### src/rtl/fbfs_ram.sv
// generic single write port ram with registered read
`timescale 1ns / 1ps

module fbfs_ram #(
    parameter int WIDTH = 64,
    parameter int DEPTH = 64
) (
    input  logic                     i_clk,
    input  logic                     i_we,
    input  logic [$clog2(DEPTH)-1:0] i_waddr,
    input  logic [WIDTH-1:0]         i_wdata,
    input  logic [$clog2(DEPTH)-1:0] i_raddr,
    output logic [WIDTH-1:0]         o_rdata
);

    logic [WIDTH-1:0] r_mem [DEPTH];
    logic [WIDTH-1:0] r_rdata;

    // write port and registered read port
    always_ff @(posedge i_clk) begin
        if (i_we) begin
            r_mem[i_waddr] <= i_wdata;
        end
        r_rdata <= r_mem[i_raddr];
    end

    assign o_rdata = r_rdata;

endmodule

### config.mk
export PLATFORM = sky130hd
export DESIGN_NAME = fbfs_ram
export DESIGN_NICKNAME = d
export VERILOG_FILES = /design/src/rtl/fbfs_ram.sv
export SDC_FILE = /design/constraint.sdc
export NUM_CORES = 2
export LEC_CHECK = 0
export BUFFER_PORTS_ARGS = -buffer_cell sky130_fd_sc_hd__buf_4
export CAP_MARGIN = 30
export CORE_MARGIN = 2
export CORE_UTILIZATION = 57
export DETAILED_ROUTE_END_ITERATION = 6
export PLACE_DENSITY = 0.8
export RECOVER_POWER = 100
export SLEW_MARGIN = 10
export SYNTH_ARGS = -nofsm -noshare
export SYNTH_HDL_FRONTEND = slang
export SYNTH_SLANG_ARGS = --single-unit
### constraint.sdc
create_clock -name i_clk -period 6.7 [get_ports i_clk]
set_clock_uncertainty 0.15 [all_clocks]
set_input_delay 0.67 -clock i_clk [delete_from_list [all_inputs] [get_ports i_clk]]
set_output_delay 0.67 -clock i_clk [all_outputs]
set_load 0.01 [all_outputs]
# Word-level counts from Yosys, hierarchy flattened
# Memory sizes are Yosys's and may differ from the RTL's. A register that Yosys moved wholly into a read port is not among the register bits.
# Cells that the tools add are included.
[totals]
reg_bits = 0
ram_bits = 4096
input_bits = 78
output_inout_bits = 64
elab_cells = 3
n_memories = 1
[memory_table]
columns = ["memory", "words", "word_bits", "rd", "rd_ports_with_merged_regs", "wr", "line", "rtl"]
rows = [
  ["r_mem", 64, 64, 1, 1, 1, "16", "logic [WIDTH-1:0] r_mem [DEPTH];"],
]
[op_classes]
n_mux = 2
[op_table]
columns = ["operator", "count"]
rows = [
  ["two-way mux 1 bit", 2],
]

# Logic depth before layout (Yosys ltp)
[logic_depth]
word_depth = 2
depth_mapped = 9
mapped_depth_nobuf = 5

# Worst setup path before layout
# Ideal clock, no wire load.
[synth_timing]
kind = "input to register"
from = "input i_waddr[3]"
to = "memory r_mem[48][0] (enable)"
setup_time_ns = 0.564
t_arrival_ns = 5.542
required_ns = 5.986
slack_ns = 0.444
stages = 4
path_buffers = 1
path_cell_list = "clkbuf_1 -> nor2b_1 -> nand4b_1 -> nor3_1"
[synth_rtl]
columns = ["element", "line", "rtl"]
rows = [
  ["start: declaration", "10", "input logic [$clog2(DEPTH)-1:0] i_waddr,"],
  ["end: declaration", "16", ""],
]
# No word-level cell before the write port.

# Worst setup path after layout
[layout_timing]
from = "input i_waddr[1]"
to = "memory r_mem[41][18] (enable)"
# No word-level cell before the write port.

==> run summary <==
Power and ir drop
- 0.045 — combinational cell fraction of total power
- 54.0 nW — Leakage
- 311 mW/mm2 — PD cells
- 386 uV — peak supply drop
- 0.214 — switching portion of total power
- 0.419 — part of the power in the clock network
- 0.536 — relative contribution of sequential cells to total power
- 0.0116 W — Net Sw Power
- 0.0426 W — Internal Power

Critical path
- flop — kind of end point of the critical path
- 7050 ps — required time reported for the critical path endpoint
- 39 — worst-path maximum fanout
- r_mem[11][48]$_DFFE_PP_ — start of the worst register-to-register path
- input pin — Setup crit start kind
- i_waddr[1] — launch point of the worst path
- in2reg — Crit Path Category
- 5740 ps — arrival time of the worst setup path

Route
- 80,699 — via count
- 7 — number of iterations in the first detailed-routing pass
- 0 — number of antenna-violating nets in the routed design
- 7.39 — Via-to-Cell Ratio
- 41.2 um — mean routed wirelength per cell
- 1 — Residual DRC
- 450,000 um — routed wire length
- 13,778 — number of violations reported at the end of detailed-routing iteration 0

Place
- 217,000 um — detailed placement HPWL
- 0.821 — routability congestion estimate
- 10,150 — cell count after placement
- 141 — port buffer count

Yosys
- 0.156 mm2 — cell area after synthesis
- edfxtp_1 — dominant cell type by area after synthesis
- edfxtp_1, mux4_2, buf_2, a22oi_1, clkbuf_1 — top post-synthesis cells by count
- 23.7 um2 — mean instance size in the synthesized netlist
- 0 — count of synthesis-stage warnings from yosys
- edfxtp_1, mux4_2, mux2i_1 — largest cells by area after synthesis
- 0 — Async SR Flop Fraction
- 33 — Distinct cells, synth
- 6,676 — Synthesized Nets
- edfxtp_1 — Most used DFF post-synth
- 0.795 — register area share after synthesis
- 4,096 — number of enable-type register cells in the synthesized netlist
- 6,598 — gate count of the mapped netlist
- 0.787 — share of the synthesized area in the top cell type
- edfxtp_1 — top-count cell post-synth
- 4,160 — flip-flop and latch count after synthesis

STA
- 5400 ps — Min Clock Period, post-route
- 0 ps — final-layout setup total negative slack
- 185 MHz — highest achievable clock rate
- 0 — final hold violations
- 0.805 — share of the clock period used by the worst path
- no — setup repair after global routing missed its margin
- 0 — setup-violating endpoint count in the final report
- -2.09 — worst slew margin relative to its limit
- 4630 ps — slew at the pin closest to its max-slew limit
- 7,229 — number of max-slew violations in the final report

Clock tree
- 60 ps — CTS clock-pin slew for the worst setup and hold paths
- 4 — worst-case clock buffer depth
- clkbuf_16 — clock root buffer master
- done — clock tree from TritonCTS
- 4,160 — total clock sinks
- 5 — H-tree level count
- 0 — Gates resized, CTS repair
- 1030 ps — insertion delay of the later-clocked pin in the worst-skew pair
- 403 — Inserted Clock Buffers

Run
- 175 — Max Cap Violations

Global route
- 0 — Congestion Overflow GR
- 82,357 — via count of the first global-routing pass
- 21 — initial antenna violation count
- 120 — pin count of the biggest net entering global routing
- 0.325 — Overall Global Routing Usage
- 628,000 um — wire length of the first global-routing pass

Cells and area
- 0.242 — share of layout cells above drive strength 1
- 10,918 — non-filler instance count after layout
- 11.7% — Area growth syn-to-layout
- 7,076 — total number of nets in the final design

Floorplanning
- 192 — number of core rows
- 0.572 — Initial Utilization
- 142 — Ports
- 528 um — horizontal extent of the die
- 528 um — die boundary height
- 0.278 mm2 — DIE AREA
- 0.273 mm2 — placeable core area

Min path
- in2reg — type of the tightest min-delay check
- i_waddr[0] — worst hold start

Run status
- DRC, capacitance limit, slew limit — violations in the final reports
- finished with violations — run status

-- state kept, by name (all words and copies together), names as in the netlist --
signal   flops
o_rdata     64
r_mem     4096
-- power groups by stage --
| stage | logic (W) | registers [W] | clock network, W |
|---|---|---|---|
| global placement | 0.00234 | 0.0295 | 0 |
| floorplan | 0.00134 | 0.0294 | 0 |
| finish | 0.00246 | 0.0290 | 0.0227 |
| CTS | 0.00251 | 0.0290 | 0.0228 |
| global route | 0.00256 | 0.0290 | 0.0236 |
| detailed placement | 0.00242 | 0.0295 | 0 |
-- metrics by stage --
stage	hold WS (ps)	power (W)	utilization	instance area (um2)	setup WS, ps
4_1_cts	0.857	0.0543	0.645	176000	3110
2_1_floorplan	619	0.0308	-	156000	444
6_report	248	0.0542	0.639	175000	1300
3_3_place_gp	669	0.0318	0.595	163000	2600
5_1_grt	244	0.0552	0.639	175000	1490
3_5_place_dp	692	0.0319	0.596	163000	2510
-- worst max-delay path: stages --
cell,delay [ps]
dlygate4sd3_1,540
clkbuf_1,270
nor2_1,230
nand3_1,360
nor2_1,520
clkbuf_1,2980
-- final cells by class --
class / count / area (um2)
repair buffers: 365 / 2440
clock inverters: 219 / 2150
flip-flops and latches: 4160 / 124000
well taps: 3589 / 4490
inverters: 19 / 71.3
fillers: 16205 / 98500
multi-input cells: 2049 / 30400
diodes: 7 / 17.5
clock buffers: 510 / 10800
-- layout by cell type, fill, tap and decap left out, drive strengths merged, types with 45 or more instances in the layout --
master / synthesis / routed
nand3: 45 / 45
dfxtp: 64 / 64
nor2: 112 / 112
a22oi: 168 / 168
mux4: 1024 / 1024
and3: 64 / 64
edfxtp: 4096 / 4096
clkinv: 0 / 149
clkbuf: 140 / 739
a22o: 88 / 88
mux2i: 135 / 135
nand2: 58 / 58
buf: 230 / 108
a211oi: 63 / 63
o22ai: 83 / 83
-- metal layers --
layer / vias up / global-route usage / wire length, um
met5: - / 0 / 131
met4: 16 / 0.198 / 33400
met3: 1747 / 0.0763 / 58200
met2: 8058 / 0.522 / 218000
met1: 41655 / 0.405 / 140000
li1: 29223 / - / -
-- path summary, 6_finish.rpt --
kind,to,slack (ps),cells after the start
min reg2reg,o_rdata[50]$_DFF_P_,710,4
min,r_mem[3][32]$_DFFE_PP_,250,3
max reg2reg,o_rdata[48]$_DFF_P_,3880,5
max,r_mem[41][18]$_DFFE_PP_,1300,6
-- cells by family after synthesis --
| logic type | after synthesis | share of synthesized area |
|---|---|---|
| flops | 4160 | 0.795 |
| mux | 1159 | 0.156 |
| compound gates | 504 | 0.0248 |
| buf+inv | 389 | 0.0118 |
| simple gates | 386 | 0.0124 |
-- timing repair --
item / CTS / global route
hold endpoints to repair: 562 / 0
hold buffers: 28 / 0
setup buffers: 0 / 0
Note: power is estimated with default switching activity, not from simulation.
