`src/rtl/fbfs_pkg.sv`:
```
// shared types and constants for the free block fit search table
`timescale 1ns / 1ps

package fbfs_pkg;

    localparam int DATA_W        = 32;
    localparam int ENTRY_COUNT_W = 7;

    // operation codes of an input item
    localparam logic OP_SEARCH = 1'b0;
    localparam logic OP_INSERT = 1'b1;

    // search policy codes, code 3 never finds a block
    typedef enum logic [1:0] {
        FIT_FIRST = 2'd0,
        FIT_WORST = 2'd1,
        FIT_BEST  = 2'd2
    } t_fit;

    // sequencer states
    typedef enum logic [4:0] {
        ST_IDLE  = 5'b00001,
        ST_SCAN  = 5'b00010,
        ST_SHIFT = 5'b00100,
        ST_PLACE = 5'b01000,
        ST_PUT   = 5'b10000
    } t_state;

    // one table entry as stored in the ram
    typedef struct packed {
        logic [DATA_W-1:0] addr;
        logic [DATA_W-1:0] cap;
    } t_entry;

    // control from the sequencer to the compare unit
    typedef struct packed {
        logic clear;
        logic strobe;
    } t_cmp_ctrl;

endpackage

```
`src/rtl/fbfs_cmp.sv`:
```
// capacity compare unit that tracks the chosen entry during a search scan
`timescale 1ns / 1ps

module fbfs_cmp import fbfs_pkg::*; (
    input  logic              i_clk,
    input  logic              i_rst_n,
    input  t_fit              i_mode,
    input  logic [DATA_W-1:0] i_need,
    input  t_entry            i_entry,
    input  t_cmp_ctrl         i_ctrl,
    output logic              o_found,
    output t_entry            o_entry
);

    logic   r_have;
    t_entry r_best;
    logic   w_fits;
    logic   w_more;
    logic   w_less;
    logic   w_take;

    // magnitude compares on the entry being scanned
    assign w_fits = (i_entry.cap >= i_need);
    assign w_more = (i_entry.cap > r_best.cap);
    assign w_less = (i_entry.cap < r_best.cap);

    // policy decision, earliest entry wins on ties
    always_comb begin
        case (i_mode)
            FIT_FIRST: w_take = !r_have && w_fits;
            FIT_BEST:  w_take = w_fits && (!r_have || w_less);
            FIT_WORST: w_take = !r_have || w_more;
            default:   w_take = 1'b0;
        endcase
    end

    // have flag
    always_ff @(posedge i_clk) begin
        if (!i_rst_n) begin
            r_have <= 1'b0;
        end else if (i_ctrl.clear) begin
            r_have <= 1'b0;
        end else if (i_ctrl.strobe && w_take) begin
            r_have <= 1'b1;
        end
    end

    // chosen entry
    always_ff @(posedge i_clk) begin
        if (i_ctrl.strobe && w_take) begin
            r_best <= i_entry;
        end
    end

    // worst fit only qualifies the largest entry at the end
    always_comb begin
        case (i_mode)
            FIT_FIRST: o_found = r_have;
            FIT_BEST:  o_found = r_have;
            FIT_WORST: o_found = r_have && (r_best.cap >= i_need);
            default:   o_found = 1'b0;
        endcase
    end

    assign o_entry = r_best;

endmodule

```
`config.mk`:
```
export PLATFORM = sky130hd
export DESIGN_NAME = fbfs_cmp
export DESIGN_NICKNAME = d
export VERILOG_FILES = /design/src/rtl/fbfs_pkg.sv /design/src/rtl/fbfs_cmp.sv
export SDC_FILE = /design/constraint.sdc
export NUM_CORES = 1
export LEC_CHECK = 0
export BUFFER_PORTS_ARGS = -buffer_cell sky130_fd_sc_hd__buf_2
export CAP_MARGIN = 10
export CORE_MARGIN = 2
export CORE_UTILIZATION = 40
export CTS_CLUSTER_SIZE = 30
export DETAILED_ROUTE_END_ITERATION = 16
export PLACE_DENSITY = 0.69
export RECOVER_POWER = 100
export SYNTH_ARGS = -nofsm -noshare
export SYNTH_HDL_FRONTEND = slang
export SYNTH_SLANG_ARGS = --single-unit
```
`constraint.sdc`:
```
create_clock -name i_clk -period 5.91 [get_ports i_clk]
set_input_delay 1.773 -clock i_clk [delete_from_list [all_inputs] [get_ports i_clk]]
set_output_delay 1.773 -clock i_clk [all_outputs]
set_load 0.05 [all_outputs]
```
# Yosys cells after proc, flatten, opt, wreduce, memory -nomap -nowiden
# Index checks and enable logic that the tools add are counted.
[op_classes]
add_sub_neg = 0
mul = 0
div = 0
order_cmp = 4
n_eq_ne = 2
n_shift = 0
n_mux = 2
bitwise = 1
n_reduce_logical = 10
[ops]
columns = ["cell", "n"]
rows = [
  ["$ge A32 B32 Y1", 2],
  ["$gt A32 B32 Y1", 1],
  ["$lt A32 B32 Y1", 1],
  ["$logic_and A1 B1 Y1", 4],
  ["$reduce_or A2 Y1", 2],
  ["$pmux W1 S3", 1],
  ["$eq A2 B1 Y1 const B", 1],
  ["$eq A2 B2 Y1 const B", 1],
  ["$logic_not A2 Y1", 1],
  ["$logic_or A1 B1 Y1", 2],
  ["$pmux W1 S2", 1],
  ["$logic_not A1 Y1", 1],
  ["$not A1 Y1", 1],
]
[totals]
register_bits = 65
latch_bits = 0
mem_bits_rw = 0
rom_bits = 0
out_inout_bits = 65
wordCells = 22
n_memories = 0

# Depth between registers and ports, before layout
# Gate-level depths: netlist (run 1).
[depth]
word_depth = 5
ltp_mapped = 9

# Worst setup path after synthesis (run 1)
# Ideal clock, no wire load.
[synth_timing]
kind = "input port to flip-flop"
startpoint = "input port i_entry[25] (netlist name)"
endpoint = "register r_best, in the netlist o_entry[0] (enable)"
setup_time_ps = 433
arrival_ps = 4865
path_slack_ps = 612
path_stages = 7
path_buffers = 0
path_cell_list = "ha_1 a21o_1 a221o_1 a221o_1 or2_0 nor4_2 o31a_1"
[synth_via]
elab_chain_len = 5
word_cells_on_any_way = 9
[synth_lines]
columns = ["element", "line_no", "rtl"]
rows = [
  ["start: declaration", "fbfs_cmp.sv:9", "input t_entry i_entry,"],
  ["$lt A32 B32 Y1", "fbfs_cmp.sv:25", "assign w_less = (i_entry.cap < r_best.cap);"],
  ["$logic_or A1 B1 Y1", "fbfs_cmp.sv:31", "FIT_BEST: w_take = w_fits && (!r_have || w_less);"],
  ["$logic_and A1 B1 Y1", "fbfs_cmp.sv:31", ""],
  ["$pmux W1 S3 *", "fbfs_cmp.sv:29", "case (i_mode)"],
  ["$logic_and A1 B1 Y1 *", "fbfs_cmp.sv:50", "if (i_ctrl.strobe && w_take) begin"],
  ["end signal: assignment", "fbfs_cmp.sv:51", "r_best <= i_entry;"],
  ["end: declaration", "fbfs_cmp.sv:16", "t_entry r_best;"],
]
# Every way passes the cells marked *; elsewhere a longest branch is shown, timed or not.
# A chain may end at the register's enable or synchronous reset.

# Worst setup path after layout (run 1)
[layout_timing]
startpoint = "input port i_need[31]"
endpoint = "output port o_found"
[layout_via]
elab_chain_len = 3
[layout_lines]
columns = ["element", "line_no", "rtl"]
rows = [
  ["start: declaration", "fbfs_cmp.sv:8", "input logic [DATA_W-1:0] i_need,"],
  ["$ge A32 B32 Y1", "fbfs_cmp.sv:60", "FIT_WORST: o_found = r_have && (r_best.cap >= i_need);"],
  ["$logic_and A1 B1 Y1", "fbfs_cmp.sv:60", ""],
  ["$pmux W1 S2", "fbfs_cmp.sv:57", "case (i_mode)"],
  ["end: declaration", "fbfs_cmp.sv:11", "output logic o_found,"],
]
# Every way passes these cells.

==> impl_metrics.tcl, run 1 <==
set metrics [dict create \
    status "completed" \
    max-cap-violations 0 \
    grt_pass1_vias 3700 \
    diodes 0 \
    syn-instance-count 379 \
    die_height_microns 108 \
    min_from "r_have" \
    vias 3512 \
    worstSetupEndpointType "primary output" \
    r2r_setup_slack_ps 1630 \
    netlist_area_sq_um 4300 \
    cts_inserted_buffers 9 \
    grtUsageTotal 0.184 \
    reg2reg_from "o_entry[26]" \
    timing.rr.end "o_entry[2]" \
    post-cts-setup-buffers 0 \
    cts_resized 0 \
    fp.coreArea_sq_um 10400 \
    first_pass_iters 4 \
    setup-tns-final_ps 0 \
    cp_max_fo 3 \
    report.final.slew_viol_count 0 \
    ios 167 \
    drc 0 \
    grt_pass1_wl_microns 16700 \
    p_per_area_nw_per_um2 245 \
    worstMarginPinSlew_ps 1040 \
    period_share 0.933 \
    synth-seq-area-share 0.451 \
    numPortBuffers 166 \
    final_layout_size_suffix_gt1_frac 0.162 \
    overflow 0 \
    slowest_stage "clkbuf_1" \
    area_growth_pct 25.3 \
    cts_sinks 65 \
    antenna_found_initial 0 \
    tritoncts "done" \
    grt_max_degree 46 \
    finalSetupViolCount 0 \
    root_buffer "clkbuf_8" \
    clock_path_buffers 2 \
    synth.area.top_cells "edfxtp_1 (45%), ha_1 (28%), inv_1 (6.1%)" \
    p_int_uw 889 \
    seqPwrFrac 0.426 \
    hold_viol 0 \
    synth_nets 577 \
    holdCritPathClass "flip-flop to flip-flop" \
    r2r_cells 9 \
    hold_ws_ps 588 \
    die_w_microns 108 \
    final_cell_count_no_fill 698 \
    fin_skew_ps 10.5 \
    nFillCells 1021 \
    pwr-share-comb 0.254 \
    irDropWorstVdd_mv 0.198 \
    synth-seq-cells 65 \
    nNetsFinal 755 \
    crit_path_start_kind "input pin" \
    start_util 0.415 \
    layout_min_cycle_time_ps 5510 \
    max_slew_margin 0.304 \
    yosysTopAreaCell "edfxtp_1" \
    pwr-share-clk 0.320 \
    cp_cell_sequence "buf_2, inv_1, ha_1, nand4_1, nor4_1, nor4b_1, o211ai_1, o211ai_1, clkbuf_1" \
    switching_share 0.328 \
    wl_microns 10700 \
    fmax_mhz 181 \
    min_path_cells 1 \
    path_clk_slew_ps 80 \
    drt_iter0_drc 112 \
    final_common_cell "clkbuf_1" \
    synth.distinct_cells 40 \
    worst-setup-path-type "input pin to primary output" \
    leakage_nw 2.56 \
    ant_nets 0 \
    htree_levels 3 \
    viasPerCell 5.03 \
    critPathMaxStageDelay_ps 500 \
    min_delay_worst_endpoint "r_have" \
    rsz0062_at_grt "no" \
    final_cell_mix "clkbuf_1 (98), ha_1 (96), inv_1 (70), buf_2 (70), edfxtp_1 (64)" \
    worstPathRequired_ps 4140 \
    placedCellCount 682 \
    gp_congestion 0.866 \
    wl_per_cell_microns 15.4 \
    ctsHoldBuffers 0 \
    die_area_sq_um 11600 \
    synth_top_area_share 0.447 \
    yosysWarnings 0 \
    arrival_ps 3740 \
    row_count 37 \
    postSynthAreaPerCell_sq_um 11.4 \
    clk_latency_ps 340 \
    path_common_cell "o211ai_1" \
    switching_power_uw 435 \
    hpwlAfterDp_microns 8960 \
]
==> power groups by stage <==
| stage | registers (mW) | logic [mW] | clock network [mW] |
|---|---|---|---|
| final | 0.564 | 0.336 | 0.423 |
| after global routing | 0.567 | 0.375 | 0.452 |
| after CTS | 0.563 | 0.354 | 0.435 |
| after detailed placement | 0.573 | 0.352 | 0 |
| after global placement | 0.572 | 0.342 | 0 |
| after floorplan | 0.674 | 0.134 | 0 |
==> final cells by class <==
type / instances / area, sq um / share of cell area
Clock buffer: 10 / 128 / 0.0237
Clock inverter: 6 / 90.1 / 0.0167
Inverter: 71 / 267 / 0.0494
Multi-Input combinational cell: 243 / 2080 / 0.386
Sequential cell: 65 / 1940 / 0.360
Tap cell: 136 / 170 / 0.0315
Timing Repair Buffer: 167 / 714 / 0.132
==> sequential cells by signal (all words and copies together) (netlist names) <==
| name | cells |
|---|---|
| o_entry | 64 |
| r_have | 1 |
==> synth_stat cells <==
cell type,n
a31oi_2,1
nand3_1,10
a221oi_1,3
ha_1,96
nand4_1,10
a221o_1,2
dfxtp_1,1
or2_0,1
inv_1,70
nor2b_1,2
and4_1,2
a21o_1,12
nor3_1,2
edfxtp_1,64
inv_2,1
a31oi_1,2
o22ai_1,1
a2111oi_0,2
o31a_1,2
o311ai_0,1
o21ai_0,4
a21boi_2,1
o211a_1,1
nor4_1,2
a21oi_1,29
a41o_1,1
a21boi_1,3
nor2_1,7
o21ai_1,4
o2111ai_1,3
and4_4,1
a211oi_1,4
nand2_1,23
nor4_2,2
o211ai_1,4
a21oi_2,1
nor4b_1,1
and2_2,1
nand2b_1,1
and3_1,1
==> per-layer routing <==
layer  part of all wire  wire, microns  GRT usage  vias to the layer above
li1                   -              -          -                     1763
met1               0.42           4540      0.226                     1634
met2               0.51           5430      0.319                       95
met3              0.051            545     0.0369                       20
met4              0.022            235     0.0678                        0
met5                  0              0          0                        -
==> through the flow <==
| stage | power (mW) | area (sq um) | utilization | worst slack, ps |
|---|---|---|---|---|
| 2_1_floorplan | 0.808 | 4300 | - | 612 |
| 3_3_place_gp | 0.914 | 5330 | 0.514 | 589 |
| 3_5_place_dp | 0.925 | 5330 | 0.514 | 532 |
| 4_1_cts | 1.35 | 5540 | 0.535 | 528 |
| 5_1_grt | 1.39 | 5390 | 0.520 | 210 |
| 6_report | 1.32 | 5390 | 0.520 | 398 |
==> cells by family (layout without fill, tap and decap cells) <==
group                      after synthesis  in the layout  synth area share
buffers and inverters                   71            254            0.0619
and+or+nand+nor                         66             66            0.0811
adders and majority gates               96             96             0.279
DFF                                     65             65             0.451
AOI/OAI and AO/OA                       81             81             0.127
==> worst max-delay path, delay by kind of cell <==
| family | cells | cell delay (ps) |
|---|---|---|
| buf+inv | 3 | 630 |
| fa+ha+maj | 1 | 320 |
| compound gates | 2 | 270 |
| simple gates | 3 | 750 |
==> worst max-delay path by stage <==
| stage | start | endpoint | slack (ps) | cells past startpoint |
|---|---|---|---|---|
| after floorplan | i_entry[25] | o_entry[0] | 610 | 7 |
| after global placement | i_need[25] | o_found | 590 | 11 |
| after detailed placement | i_need[25] | o_found | 530 | 11 |
| after CTS | i_need[25] | o_found | 530 | 11 |
| after global routing | i_entry[26] | o_entry[60] | 210 | 9 |
| final | i_need[31] | o_found | 400 | 9 |
(Power assumes the default switching activity.)
==> run 2, diff against run 1 <==
--- a/config.mk
+++ b/config.mk
@@ -5,13 +5,14 @@
 export SDC_FILE = /design/constraint.sdc
 export NUM_CORES = 1
 export LEC_CHECK = 0
+export ABC_AREA = 1
 export BUFFER_PORTS_ARGS = -buffer_cell sky130_fd_sc_hd__buf_2
 export CAP_MARGIN = 10
 export CORE_MARGIN = 2
 export CORE_UTILIZATION = 40
 export CTS_CLUSTER_SIZE = 30
 export DETAILED_ROUTE_END_ITERATION = 16
-export PLACE_DENSITY = 0.69
+export PLACE_DENSITY = 0.68
 export RECOVER_POWER = 100
 export SYNTH_ARGS = -nofsm -noshare
 export SYNTH_HDL_FRONTEND = slang
==> run 2 against run 1 <==
The flow now finishes with violations (max-capacitance violations, max-slew violations). First-iteration DRC count up 44%. Synthesized area up 3.4%. Die area up 3.3%. Final cell count up 12%. Via count up 6.2%. Sequential share of layout area down 1.2 points. Sequential power down 2%. Maximum frequency up 2.2%. Sequential cell count unchanged. Critical path depth up 3. Critical path type unchanged. Critical endpoint unchanged.
==> impl_metrics.tcl, run 2 <==
set metrics [dict create \
    status "complete, but fails checks" \
    violations "max-capacitance violations, max-slew violations" \
    hpwlAfterDp_microns 8810 \
    final_cell_count_no_fill 785 \
    cp_max_fo 2 \
    synth-seq-area-share 0.436 \
    nNetsFinal 838 \
    p_int_uw 916 \
    pwr-share-comb 0.227 \
    worst-setup-path-type "input pin to primary output" \
    arrival_ps 3620 \
    worstPathRequired_ps 4140 \
    seqPwrFrac 0.414 \
    synthArstFlopShare 0 \
    crit_path_start_kind "input pin" \
    die_height_microns 109 \
    grt_pass1_vias 3730 \
    path_clk_slew_ps 80 \
    reg2reg_from "o_entry[31]" \
    synth_nets 660 \
    drc 0 \
    antenna_found_initial 0 \
    layout_min_cycle_time_ps 5390 \
    ctsHoldBuffers 0 \
    synth-main-ff-cell "edfxtp_1" \
    tritoncts "done" \
    die_area_sq_um 12000 \
    placedCellCount 769 \
    r2r_cells 15 \
    max-cap-violations 1 \
    final_area_sq_um 5580 \
    fmax_mhz 185 \
    yosys-top-cells-count "ha_1 (96), nand2_1 (96), inv_1 (90)" \
    rsz0062_at_grt "no" \
    synth-seq-cells 65 \
    report.final.slew_viol_count 65 \
    switching_power_uw 415 \
    overflow 0 \
    clk_latency_ps 350 \
    grt_max_degree 65 \
    grt_pass1_wl_microns 16900 \
    ios 167 \
    synth-edff-count 64 \
    nFillCells 1056 \
    hold_viol 0 \
    grtUsageTotal 0.183 \
    htree_levels 3 \
    wl_microns 10800 \
    finalSetupViolCount 0 \
    worstMarginPinSlew_ps 1650 \
    leakage_nw 2.74 \
    final_cell_mix "nand2_1 (97), clkbuf_1 (97), ha_1 (96), inv_1 (89), buf_2 (69)" \
    fin_ws_ps 519 \
    min_from "r_have" \
    synth.distinct_cells 26 \
    netlist_area_sq_um 4450 \
    irDropWorstVdd_mv 0.154 \
    setup-tns-final_ps 0 \
    postSynthAreaPerCell_sq_um 9.63 \
    yosysTopAreaCell "edfxtp_1" \
    fp.coreArea_sq_um 10800 \
    diodes 0 \
    clock_path_buffers 2 \
    wl_per_cell_microns 13.7 \
    worstSetupEndpointType "primary output" \
    switching_share 0.312 \
    ant_nets 0 \
    min_path_cells 2 \
    start_util 0.411 \
    dpl-instance-area_sq_um 5460 \
    post-cts-setup-buffers 0 \
    r2r_setup_slack_ps 2450 \
    area_growth_pct 25.3 \
    fin_skew_ps 12.6 \
    cts_inserted_buffers 9 \
    numPortBuffers 166 \
    first_pass_iters 4 \
    syn-instance-count 462 \
    gp_congestion 0.805 \
    p_total_mw 1.33 \
    max_slew_margin -0.101 \
    timing.rr.end "o_entry[10]" \
    cts_sinks 65 \
    period_share 0.912 \
    final_layout_size_suffix_gt1_frac 0.150 \
    cts_resized 0 \
    viasPerCell 4.75 \
    drt_iter0_drc 161 \
    synth_top_area_share 0.432 \
    die_w_microns 109 \
    p_per_area_nw_per_um2 239 \
    dp_slack_ps 500 \
    vias 3730 \
    row_count 38 \
    root_buffer "clkbuf_8" \
    largest_register_ffs 64 \
    synth.area.top_cells "edfxtp_1 (43%), ha_1 (27%), nand2_1 (8.1%)" \
    yosysWarnings 0 \
    holdCritPathClass "flip-flop to flip-flop" \
    pwr-share-clk 0.359 \
    min_delay_worst_endpoint "r_have" \
]
[run 2: how the worst max path moves through the flow]
stage	from	cells past startpoint	slack, ps	end
4_1_cts	i_need[31]	12	500	o_found
3_5_place_dp	i_need[31]	12	500	o_found
5_1_grt	i_need[29]	12	270	o_found
3_3_place_gp	i_need[31]	12	490	o_found
2_1_floorplan	i_need[31]	10	820	o_found
6_report	i_need[31]	12	520	o_found
[run 2: per-stage QoR]
step                utilization  hold slack (ps)
floorplan                     -              483
global placement          0.504              513
detailed placement        0.504              522
CTS                       0.526              536
global route              0.514              578
finish                    0.514              531
[run 2: area by class of cell]
type	count	area [sq um]	share of cell area
clock buffer	10	128	0.0229
clock inverter	6	115	0.0206
inverter	92	345	0.0619
multi-input combinational	305	2160	0.387
sequential	65	1940	0.348
tap	140	175	0.0314
timing repair buffer	167	716	0.128
[run 2: layer usage]
| layer | part of all wire | global-route usage |
|---|---|---|
| met4 | 0.019 | 0.0769 |
| met1 | 0.42 | 0.222 |
| met3 | 0.061 | 0.0332 |
| met5 | 0 | 0 |
| met2 | 0.50 | 0.319 |
[run 2: kinds of logic after synthesis]
family,after synthesis,synth area share
AND/OR/NAND/NOR,144,0.136
adder cells (fa/ha/maj),96,0.270
buffers and inverters,92,0.0776
AO/OA/AOI/OAI,65,0.0807
flip-flops,65,0.436
[run 2: power by group through the flow]
stage	combinational, mW	clock (mW)	sequential, mW
finish	0.302	0.478	0.551
global route	0.340	0.511	0.554
CTS	0.316	0.490	0.549
detailed placement	0.315	0	0.560
global placement	0.304	0	0.559
floorplan	0.132	0	0.637
[run 2: worst max-delay path, cell delays in order]
cell      delay, ps
buf_2            70
inv_1            40
ha_1            290
nand2_1          70
nor2_1          160
nand2_1         100
nor4_1          390
nand4_1         140
nand3_1         120
nand3_1          70
o21ai_1          90
clkbuf_2        310
==> run 3, diff against run 2 <==
--- a/config.mk
+++ b/config.mk
@@ -8,7 +8,7 @@
 export ABC_AREA = 1
 export BUFFER_PORTS_ARGS = -buffer_cell sky130_fd_sc_hd__buf_2
 export CAP_MARGIN = 10
-export CORE_MARGIN = 2
+export CORE_MARGIN = 4
 export CORE_UTILIZATION = 40
 export CTS_CLUSTER_SIZE = 30
 export DETAILED_ROUTE_END_ITERATION = 16
==> run 3 against run 2 <==
The run now ends clean. Maximum frequency shrank 0.31%. Clock skew grew 3.1 ps. Non-clock buffer count grew 1. Clock-buffer cell count is the same. Sequential power is essentially flat. Die area grew 7.4%. Routed wire length shrank 0.39%. Final cell count grew 0.13%. Hold slack lost 4.0 ps.
==> impl_metrics.tcl, run 3 (same netlist as run 2, synthesis figures left out) <==
set metrics [dict create \
    tritoncts "done" \
    cts_resized 0 \
    numPortBuffers 166 \
    start_util 0.409 \
    worstMarginPinSlew_ps 1420 \
    wl_microns 10700 \
    period_share 0.915 \
    leakage_nw 2.75 \
    dp_slack_ps 465 \
    row_count 38 \
    endpoint "o_found" \
    overflow 0 \
    ios 167 \
    cts_inserted_buffers 9 \
    viasPerCell 4.69 \
    hpwlAfterDp_microns 9050 \
    worstSetupStartpoint "i_need[31]" \
    dpl-instance-area_sq_um 5470 \
    ctsHoldBuffers 0 \
    cts_sinks 65 \
    die_area_sq_um 12900 \
    post-cts-setup-buffers 0 \
    grt_pass1_wl_microns 17000 \
    nNetsFinal 839 \
    fp.coreArea_sq_um 10900 \
    worstPathRequired_ps 4140 \
    max-cap-violations 0 \
    holdCritPathClass "flip-flop to flip-flop" \
    drt_iter0_drc 104 \
    layout_min_cycle_time_ps 5410 \
    arrival_ps 3640 \
    report.final.slew_viol_count 0 \
    rsz0062_at_grt "no" \
    vias 3686 \
    largest_register_ffs 64 \
    cp_max_fo 2 \
    grt_max_degree 28 \
    reg2reg_from "o_entry[29]" \
    gp_congestion 0.870 \
    first_pass_iters 4 \
    crit_path_start_kind "input pin" \
    final_common_cell "clkbuf_1" \
    clk_latency_ps 350 \
    drc 0 \
    finalSetupViolCount 0 \
    path_clk_slew_ps 70 \
    setup-tns-final_ps 0 \
    max_slew_margin 0.0525 \
    final_area_sq_um 5580 \
    hold_ws_ps 527 \
    grtUsageTotal 0.166 \
    fin_ws_ps 502 \
    worst-setup-path-type "input pin to primary output" \
    wl_per_cell_microns 13.6 \
    timing.rr.end "o_entry[56]" \
    ant_nets 0 \
    die_height_microns 113 \
    htree_levels 3 \
    r2r_cells 14 \
    p_per_area_nw_per_um2 236 \
    final_cell_mix "clkbuf_1 (99), nand2_1 (96), ha_1 (96), inv_1 (90), buf_2 (69)" \
    worstSetupEndpointType "primary output" \
    irDropWorstVdd_mv 0.135 \
    grt_pass1_vias 3749 \
    fmax_mhz 185 \
    diodes 0 \
    die_w_microns 113 \
    clock_path_buffers 2 \
    root_buffer "clkbuf_8" \
    hold_viol 0 \
    area_growth_pct 25.5 \
    r2r_setup_slack_ps 2140 \
    final_util 0.513 \
    fin_skew_ps 15.6 \
    final_layout_size_suffix_gt1_frac 0.150 \
    antenna_found_initial 0 \
    status "completed" \
]
-- run 3: cell types whose count changed in the layout (fill, tap and decap cells not counted), sizes merged --
| cell | delta |
|---|---|
| clkbuf | +1 |
| clkinv | -1 |
| inv | +1 |
-- run 3: cell type report --
type                       instances  area [sq um]
timing repair buffer             168           718
clock buffer                      10           128
tap                              140           175
inverter                          92           345
clock inverter                     6           115
multi-input combinational        305          2160
sequential                        65          1940
fill                            1059          5300
-- run 3: worst min-delay path by stage --
| stage | endpoint | cells past startpoint | startpoint |
|---|---|---|---|
| floorplan | r_have | 2 | r_have |
| detailed placement | r_have | 2 | r_have |
| global placement | r_have | 2 | r_have |
| global route | r_have | 2 | r_have |
| CTS | r_have | 2 | r_have |
| finish | r_have | 2 | r_have |
-- run 3: per-layer routing --
| layer | global-route usage | part of all wire | vias to the layer above |
|---|---|---|---|
| met1 | 0.203 | 0.44 | 1656 |
| li1 | - | - | 1916 |
| met3 | 0.0424 | 0.057 | 15 |
| met4 | 0.0481 | 0.015 | 0 |
| met2 | 0.287 | 0.49 | 99 |
| met5 | 0 | 0 | - |
-- run 3: through the flow --
| step | std cells | total power [mW] |
|---|---|---|
| 2_1_floorplan | 462 | 0.769 |
| 3_3_place_gp | 770 | 0.863 |
| 3_5_place_dp | 770 | 0.873 |
| 4_1_cts | 786 | 1.35 |
| 5_1_grt | 786 | 1.39 |
| 6_report | 786 | 1.32 |
-- run 3: power by group --
group / switching [mW] / internal [mW] / leakage [nW]
Clock: 0.185 / 0.283 / 0.117
Combinational: 0.206 / 0.0941 / 2.03
Sequential: 0.0125 / 0.537 / 0.603
-- run 3: worst max-delay path, cell delays in order --
cell,delay (ps)
buf_2,70
inv_1,40
ha_1,290
nand2_1,70
nor2_1,140
nand2_1,110
nor4_1,420
nand4_1,140
nand3_1,120
nand3_1,60
o21ai_1,100
clkbuf_2,310
